### config.mk
export PLATFORM = sky130hd
export DESIGN_NAME = regression_delta_filter
export DESIGN_NICKNAME = d
export VERILOG_FILES = /design/src/rtl/rdf_pkg.sv /design/src/rtl/rdf_ctrl.sv /design/src/rtl/rdf_datapath.sv /design/src/rtl/regression_delta_filter.sv
export SDC_FILE = /design/constraint.sdc
export NUM_CORES = 1
export LEC_CHECK = 0
export ABC_AREA = 1
export BUFFER_PORTS_ARGS = -buffer_cell sky130_fd_sc_hd__buf_4
export CAP_MARGIN = 40
export CORE_ASPECT_RATIO = 1.25
export CORE_MARGIN = 1.5
export CORE_UTILIZATION = 35
export CTS_CLUSTER_SIZE = 30
export DETAILED_ROUTE_END_ITERATION = 16
export GPL_TIMING_DRIVEN = 1
export PLACE_DENSITY = 0.58
export SLEW_MARGIN = 20
export SYNTH_ARGS = -nofsm -noshare
export SYNTH_HDL_FRONTEND = slang
export SYNTH_SLANG_ARGS = --single-unit
### constraint.sdc
create_clock -name clock -period 11.76 [get_ports clock]
set_input_delay 1.176 -clock clock [delete_from_list [all_inputs] [get_ports clock]]
set_output_delay 1.176 -clock clock [all_outputs]
set_load 0.01 [all_outputs]
### src/rtl/rdf_pkg.sv
`timescale 1ns / 1ps
package rdf_pkg;

   localparam int HALF_MAX    = 4;
   localparam int VALUE_WIDTH = 24;
   localparam int WIN_DEPTH   = 2 * HALF_MAX + 1;
   localparam int HALF_W      = 3;                  // width of the half width register
   localparam int SEEN_W      = 4;                  // holds 0..WIN_DEPTH
   localparam int K_W         = 4;                  // tap index 0..WIN_DEPTH-1
   localparam int NUM_WIDTH   = VALUE_WIDTH + 5;    // weighted sum, |coef| sum <= 20
   localparam int DEN_W       = 6;                  // 2*sum(n^2) <= 60
   localparam int CNT_W       = 5;                  // holds NUM_WIDTH + 1

   typedef struct packed {
      logic              load;        // take req item into the window
      logic              fill;        // first frame of a track: fill every tap
      logic              hold_shift;  // flush: shift the held last value in again
      logic              sum_en;      // rotate window and accumulate one tap
      logic [K_W-1:0]    k;           // tap being accumulated
      logic [HALF_W-1:0] h;           // effective half width
      logic              div_load;
      logic              div_step;
      logic              finish;      // saturate, fill output register
   } rdf_cmd_type;

   // 2*sum(n^2); half width 0 uses 2 so that a zero sum divides to zero
   function automatic logic [DEN_W-1:0] den_of(input logic [HALF_W-1:0] h);
      logic [DEN_W-1:0] d;
      unique case (h)
         3'd1:    d = 6'd2;
         3'd2:    d = 6'd10;
         3'd3:    d = 6'd28;
         3'd4:    d = 6'd60;
         default: d = 6'd2;
      endcase
      return d;
   endfunction

endpackage

### src/rtl/rdf_ctrl.sv
`timescale 1ns / 1ps
module rdf_ctrl (
   input  logic                        clock,
   input  logic                        reset,
   input  logic                        csr_wr_en,
   input  logic [2:0]                  csr_wr_data,
   input  logic                        req_tvalid,
   output logic                        req_tready,
   input  logic                        req_tlast,
   output logic                        rsp_tvalid,
   input  logic                        rsp_tready,
   output logic                        rsp_tlast,
   output rdf_pkg::rdf_cmd_type        cmd
);
   import rdf_pkg::*;

   typedef enum logic [2:0] {
      S_IDLE,
      S_SHIFT,
      S_SUM,
      S_DIV,
      S_OUT
   } state_type;

   state_type           state_ff;
   logic [HALF_W-1:0]   half_ff;
   logic [SEEN_W-1:0]   seen_ff;
   logic                last_ff;
   logic [HALF_W-1:0]   step_ff;
   logic [HALF_W-1:0]   pend_ff;
   logic                final_ff;
   logic [CNT_W-1:0]    cnt_ff;

   logic [HALF_W-1:0]   h;
   logic                accept;
   logic [SEEN_W-1:0]   seen_in;
   logic [HALF_W-1:0]   pend_in;

   assign h = (half_ff > HALF_W'(HALF_MAX)) ? HALF_W'(HALF_MAX) : half_ff;

   assign req_tready = (state_ff == S_IDLE);
   assign accept     = req_tvalid && req_tready;
   assign rsp_tvalid = (state_ff == S_OUT);
   assign rsp_tlast  = final_ff;

   always_comb begin
      if (seen_ff == '0) begin
         seen_in = SEEN_W'(1);
      end else if (seen_ff < SEEN_W'(WIN_DEPTH)) begin
         seen_in = seen_ff + SEEN_W'(1);
      end else begin
         seen_in = seen_ff;
      end
      pend_in = (seen_in < {1'b0, h}) ? seen_in[HALF_W-1:0] : h;
   end

   always_comb begin
      cmd            = '0;
      cmd.load       = accept;
      cmd.fill       = (seen_ff == '0);
      cmd.hold_shift = (state_ff == S_SHIFT);
      cmd.sum_en     = (state_ff == S_SUM);
      cmd.k          = cnt_ff[K_W-1:0];
      cmd.h          = h;
      cmd.div_load   = (state_ff == S_DIV) && (cnt_ff == '0);
      cmd.div_step   = (state_ff == S_DIV) && (cnt_ff != '0) &&
                       (cnt_ff <= CNT_W'(NUM_WIDTH));
      cmd.finish     = (state_ff == S_DIV) && (cnt_ff == CNT_W'(NUM_WIDTH + 1));
   end

   always_ff @(posedge clock) begin
      if (reset) begin
         state_ff <= S_IDLE;
         half_ff  <= HALF_W'(HALF_MAX);
         seen_ff  <= '0;
         last_ff  <= 1'b0;
         step_ff  <= '0;
         pend_ff  <= '0;
         final_ff <= 1'b0;
         cnt_ff   <= '0;
      end else begin
         if (csr_wr_en) begin
            half_ff <= csr_wr_data;
         end
         unique case (state_ff)
            S_IDLE: begin
               if (accept) begin
                  last_ff <= req_tlast;
                  pend_ff <= pend_in;
                  seen_ff <= req_tlast ? '0 : seen_in;
                  cnt_ff  <= '0;
                  if (seen_in > {1'b0, h}) begin
                     state_ff <= S_SUM;
                     step_ff  <= '0;
                     final_ff <= req_tlast && (h == '0);
                  end else if (req_tlast) begin
                     state_ff <= S_SHIFT;
                     step_ff  <= HALF_W'(1);
                  end
               end
            end
            S_SHIFT: begin
               cnt_ff <= '0;
               if (step_ff > (h - pend_ff)) begin
                  state_ff <= S_SUM;
                  final_ff <= (step_ff == h);
               end else begin
                  step_ff <= step_ff + HALF_W'(1);
               end
            end
            S_SUM: begin
               if (cnt_ff == CNT_W'(WIN_DEPTH - 1)) begin
                  cnt_ff   <= '0;
                  state_ff <= S_DIV;
               end else begin
                  cnt_ff <= cnt_ff + CNT_W'(1);
               end
            end
            S_DIV: begin
               if (cnt_ff == CNT_W'(NUM_WIDTH + 1)) begin
                  cnt_ff   <= '0;
                  state_ff <= S_OUT;
               end else begin
                  cnt_ff <= cnt_ff + CNT_W'(1);
               end
            end
            S_OUT: begin
               if (rsp_tready) begin
                  if (last_ff && (step_ff != h)) begin
                     state_ff <= S_SHIFT;
                     step_ff  <= step_ff + HALF_W'(1);
                  end else begin
                     state_ff <= S_IDLE;
                  end
               end
            end
            default: state_ff <= S_IDLE;
         endcase
      end
   end

   a_no_overlap: assert property (@(posedge clock) disable iff (reset)
      !(req_tready && rsp_tvalid))
      else $error("input taken while a result is pending");

   a_seen_cap: assert property (@(posedge clock) disable iff (reset)
      seen_ff <= SEEN_W'(WIN_DEPTH))
      else $error("frame count beyond window depth");

   a_step_cap: assert property (@(posedge clock) disable iff (reset)
      step_ff <= HALF_W'(HALF_MAX))
      else $error("flush step beyond half width");

   a_final_idle: assert property (@(posedge clock) disable iff (reset)
      (state_ff == S_OUT && rsp_tready && final_ff) |=> (state_ff == S_IDLE))
      else $error("work continued after the last item of a track");

endmodule

### src/rtl/rdf_datapath.sv
`timescale 1ns / 1ps
module rdf_datapath (
   input  logic                                clock,
   input  rdf_pkg::rdf_cmd_type                cmd,
   input  logic [rdf_pkg::VALUE_WIDTH-1:0]     req_tdata,
   output logic [rdf_pkg::VALUE_WIDTH-1:0]     rsp_tdata
);
   import rdf_pkg::*;

   logic signed [VALUE_WIDTH-1:0] win_ff [WIN_DEPTH];
   logic signed [VALUE_WIDTH-1:0] hold_ff;
   logic signed [NUM_WIDTH-1:0]   acc_ff;
   logic                          neg_ff;
   logic [NUM_WIDTH-1:0]          dq_ff;
   logic [DEN_W-1:0]              rem_ff;
   logic [VALUE_WIDTH-1:0]        out_ff;

   logic signed [K_W:0]           coef;
   logic                          in_band;
   logic signed [NUM_WIDTH-1:0]   prod;
   logic signed [NUM_WIDTH-1:0]   term;
   logic [DEN_W-1:0]              den;
   logic [NUM_WIDTH-1:0]          mag;
   logic [NUM_WIDTH-1:0]          dividend;
   logic [DEN_W:0]                trial;
   logic                          ge;
   logic [VALUE_WIDTH-1:0]        sat;

   // tap k weighs in with (h - k) for k <= 2h
   assign coef    = $signed({2'b00, cmd.h}) - $signed({1'b0, cmd.k});
   assign in_band = (cmd.k <= {cmd.h, 1'b0});
   assign prod    = coef * win_ff[0];
   assign term    = in_band ? prod : '0;

   assign den      = den_of(cmd.h);
   assign mag      = acc_ff[NUM_WIDTH-1] ? NUM_WIDTH'(-acc_ff) : NUM_WIDTH'(acc_ff);
   assign dividend = mag + NUM_WIDTH'(den >> 1);
   assign trial    = {rem_ff, dq_ff[NUM_WIDTH-1]};
   assign ge       = (trial >= {1'b0, den});

   always_comb begin
      if (neg_ff) begin
         if (dq_ff > NUM_WIDTH'(2 ** (VALUE_WIDTH - 1))) begin
            sat = {1'b1, {(VALUE_WIDTH-1){1'b0}}};
         end else begin
            sat = VALUE_WIDTH'(-dq_ff[VALUE_WIDTH-1:0]);
         end
      end else if (dq_ff > NUM_WIDTH'(2 ** (VALUE_WIDTH - 1) - 1)) begin
         sat = {1'b0, {(VALUE_WIDTH-1){1'b1}}};
      end else begin
         sat = dq_ff[VALUE_WIDTH-1:0];
      end
   end

   always_ff @(posedge clock) begin
      if (cmd.load) begin
         hold_ff <= req_tdata;
         if (cmd.fill) begin
            for (int i = 0; i < WIN_DEPTH; i++) win_ff[i] <= req_tdata;
         end else begin
            for (int i = WIN_DEPTH - 1; i > 0; i--) win_ff[i] <= win_ff[i-1];
            win_ff[0] <= req_tdata;
         end
      end else if (cmd.hold_shift) begin
         for (int i = WIN_DEPTH - 1; i > 0; i--) win_ff[i] <= win_ff[i-1];
         win_ff[0] <= hold_ff;
      end else if (cmd.sum_en) begin
         // a full rotation through all WIN_DEPTH taps leaves the window as it was
         for (int i = 0; i < WIN_DEPTH - 1; i++) win_ff[i] <= win_ff[i+1];
         win_ff[WIN_DEPTH-1] <= win_ff[0];
      end

      if (cmd.sum_en) begin
         acc_ff <= (cmd.k == '0) ? term : acc_ff + term;
      end

      if (cmd.div_load) begin
         neg_ff <= acc_ff[NUM_WIDTH-1];
         dq_ff  <= dividend;
         rem_ff <= '0;
      end else if (cmd.div_step) begin
         rem_ff <= ge ? DEN_W'(trial - {1'b0, den}) : trial[DEN_W-1:0];
         dq_ff  <= {dq_ff[NUM_WIDTH-2:0], ge};
      end

      if (cmd.finish) begin
         out_ff <= sat;
      end
   end

   assign rsp_tdata = out_ff;

endmodule

### src/rtl/regression_delta_filter.sv
`timescale 1ns / 1ps
// Regression delta filter. Takes one coefficient track, one signed 24-bit frame
// value per item (tlast on the track's last frame) and returns for each frame
// sum_{n=1..h} n*(x[t+n]-x[t-n]) / (2*sum n^2), rounded to nearest (ties away
// from zero) and saturated to 24 bits; frames beyond either end of the track
// repeat the end value. h is the half width register (0..4, above 4 treated as
// 4, 0 gives zero deltas); the user must write it only while the block is idle,
// which the block does not enforce itself. Results lag by h items; the tlast
// item flushes the pending deltas and the last of them carries tlast, after
// which a new track starts. One item at a time: no new item is taken until the
// deltas of the last are out. A delta passes accept, a window scan over 9 taps,
// the serial divider at one quotient bit per cycle, and output, where it waits
// for rsp_tready; a track's last item yields up to h+1 deltas, each after the
// first led by a shift of the end padding.
module regression_delta_filter (
   input  logic        clock,
   input  logic        reset,
   // configuration: half width
   input  logic        csr_wr_en,
   input  logic [2:0]  csr_wr_data,
   // input channel
   input  logic        req_tvalid,
   output logic        req_tready,
   input  logic [23:0] req_tdata,    // [23:0] sample_value
   input  logic        req_tlast,    // end_of_track
   // result channel
   output logic        rsp_tvalid,
   input  logic        rsp_tready,
   output logic [23:0] rsp_tdata,    // [23:0] delta_value
   output logic        rsp_tlast     // last_of_track
);
   import rdf_pkg::*;

   rdf_cmd_type cmd;

   // sequencing: window updates, flush shifts, scan, divide, hand-off
   rdf_ctrl u_ctrl (
      .clock       (clock),
      .reset       (reset),
      .csr_wr_en   (csr_wr_en),
      .csr_wr_data (csr_wr_data),
      .req_tvalid  (req_tvalid),
      .req_tready  (req_tready),
      .req_tlast   (req_tlast),
      .rsp_tvalid  (rsp_tvalid),
      .rsp_tready  (rsp_tready),
      .rsp_tlast   (rsp_tlast),
      .cmd         (cmd)
   );

   // frame window, weighted sum, serial divider, output register
   rdf_datapath u_dp (
      .clock     (clock),
      .cmd       (cmd),
      .req_tdata (req_tdata),
      .rsp_tdata (rsp_tdata)
   );

endmodule
==> results.md <==
- Status: finished, final reports clean
- Critical path's most frequent cell: nand2_1
- Maximum fanout along the worst path: 20
- Yosys top cell area share: 0.3842
- Syn Area/Cell: 8.083 sq um
- Synth Area in XOR/XNOR: 0.02458
- # DRC: 0
- Hold WC Path Type: reg2reg
- IO Pins: 60
- Share of layout cells above drive strength 1: 0.08821
- DR vias: 20348
- Synth async-reset ratio: 0
- Synth unique cells: 54
- Post-synth EDFFs: 323
- Total Routing Usage GR: 0.1613
- Syn Nets: 3349
- Commonest non-fill, non-tap cell in the layout: nand2_1
- Layout Cells excl Fill: 4106
- Slowest stage delay, CP: 0.57 ns
- Htree depth: 2
- Final Max Tran Viols: 0
- Die outline width: 243.2 um
- Critical Path AT: 8.31 ns
- Worst clock skew: 0.03588 ns
- Fin crit share: 0.6810
- Final hold violation count: 0
- Largest family of logic cells by synthesized area: simple AND/OR/NAND/NOR gates
- Largest net degree at the start of global routing: 222
- Placed insts: 4029
- Gpl congestion: 0.9162
- Pre-CTS WS: 3.789 ns
- TritonCTS clock tree: done
- Proportion of synthesized area in mux cells: 0
- Placed Area: 0.02665 sq mm
- Row cnt: 109
- Total Wirelength: 59390 um
- Iter 0 DRT Violations: 1548
- Layout Nets: 3357
- Synth Warn #: 0
- Die height: 303.3 um
- Post-Synth Simple-Gate Area: 0.1999
- Clock sinks: 352
- Maxcap violations: 0
- Longest Clk Path Bufs: 3
- Nature of the critical path endpoint: register
- Routed Antenna Nets: 0
- Finish-stage setup viols: 0
- Relative slew margins: 0.3446
- Synth Instances: 3123
- Vias per cell: 4.956
- Area leader, netlist: edfxtp_1
- Full die area: 0.07376 sq mm
- Initial antenna violation count: 0
- Worst-path clk slew: 0.06 ns
- Vias in the first global route: 19674
- Post-synthesis sequential element count: 352
- DRT Pass-1 Iters: 5
- Top cells by area, synth: edfxtp_1 38%, o21ai_0 10%, nand2_1 9.8%, inv_1 6.9%, fa_1 6.3%
- DP HPWL: 42260 um
- Clk Tree Root Cell: clkbuf_16
- Most frequent cells in the layout: 657 x nand2_1, 516 x o21ai_0, 467 x inv_1
- Largest delay contributor family on the critical path: simple AND/OR/NAND/NOR gates
- Initial core utilization: 0.3553
- F_max: 124.9 MHz
- Critical path class: reg2reg
- Total global routing overflow: 0
- Drt wl/cell: 14.46 um
- Primary FF master, synth: edfxtp_1
- Final setup margin: 3.751 ns
- Worst setup SP type: register
- Port bufs: 59
- Diode count: 0
- RSZ-0062 raised after global routing: false
- Setup Buffers After CTS: 0
- Worst path required time: 12.06 ns
- CTS Hold Bufs: 0
- Design area: 0.02812 sq mm
- Layout area overhead: 11.37%
- Setup_tns: 0 ns
- Synthesized-area fraction occupied by adder cells: 0.1192
- First-pass GRT wire length: 99360 um
- Worst Max-Slew Pin Slew: 0.9832 ns
- TritonCTS buffer count: 42
- Cell Area, Synth: 0.02524 sq mm
- Compound-Gate Fraction of Synth Area: 0.1597
- CTS resizes: 0
- Sequential area share after synthesis: 0.4072
- Clk_lat worst skew: 0.58 ns
- Worst Path Buf+Inv: 8
- Core ar.: 0.07105 sq mm
- Clock period minus worst slack: 8.009 ns
- CP max stage cell: nand2_1
-- worst paths after layout --
| path | startpoint | endpoint | slack [ns] | cells after the start |
|---|---|---|---|---|
| min | u_dp.rem_ff[5] | u_dp.rem_ff[5] | 0.48 | 2 |
| min reg2reg | u_dp.rem_ff[5] | u_dp.rem_ff[5] | 0.48 | 2 |
| max reg2reg | u_ctrl.half_ff[2] | u_dp.acc_ff[28] | 3.75 | 41 |
| max | u_ctrl.half_ff[2] | u_dp.acc_ff[28] | 3.75 | 41 |
-- cell type report --
type,instances,area [sq um]
Sequential cell,352,10280
Fill cell,7222,42940
Multi-Input combinational cell,2178,12740
Clock inverter,26,332.8
Inverter,479,1805
Timing Repair Buffer,78,679.4
Tap cell,943,1180
Clock buffer,50,1101
-- state kept, by name, indices dropped and copies added, names as in the netlist --
register and cells:
u_ctrl.pend_ff 3, u_dp.rem_ff 6, u_ctrl.step_ff 3, u_ctrl.last_ff 1
u_dp.win_ff 216, u_ctrl.seen_ff 4, u_ctrl.rsp_tlast 1, u_dp.acc_ff 29
u_dp.neg_ff 1, u_dp.hold_ff 24, u_ctrl.state_ff 3, u_ctrl.half_ff 3
u_ctrl.cnt_ff 5, u_dp.dq_ff 29, u_dp.rsp_tdata 24
-- per-stage QoR --
stage | hold slack, ns | util
floorplan | 0.4206 | -
global placement | 0.4597 | 0.3739
detailed placement | 0.4681 | 0.3751
CTS | 0.4763 | 0.3953
global route | 0.5065 | 0.3957
finish | 0.4759 | 0.3957
-- cells in the mapped netlist, drive strengths merged (12+ instances only) --
master and instances:
edfxtp 323, clkbuf 99, buf 15, nand3b 15, xnor2 27, nand4 25
a31oi 12, o211ai 29, o21ai 561, inv 479, xor2 43, fa 79
a21oi 102, nor2 274, or2 40, nand2 673, nor3 26, nand3 107
ha 114, dfxtp 29
-- tightest hold or removal path: cells and delay by family (launching register included) --
kind	cells	cell delay [ns]
and+or+nand+nor	2	0.12
DFF	1	0.31
-- kinds of logic (layout without fill, tap and decap cells) --
group / after synthesis / after routing
adders and majority gates: 193 / 193
and+or+nand+nor: 1166 / 1166
DFF: 352 / 352
AOI/OAI and AO/OA: 749 / 749
buffers and inverters: 593 / 633
xor gates and xnor gates: 70 / 70
-- metal layers --
layer | track usage | wire, um
met5 | 0 | 0
met3 | 0.01896 | 1890
met1 | 0.2052 | 26400
met4 | 0.05087 | 1653
met2 | 0.2857 | 29440
Power is left out: the tool's default activity adds up to more than one toggle a clock period on the data nets, which glitch-free logic cannot reach.
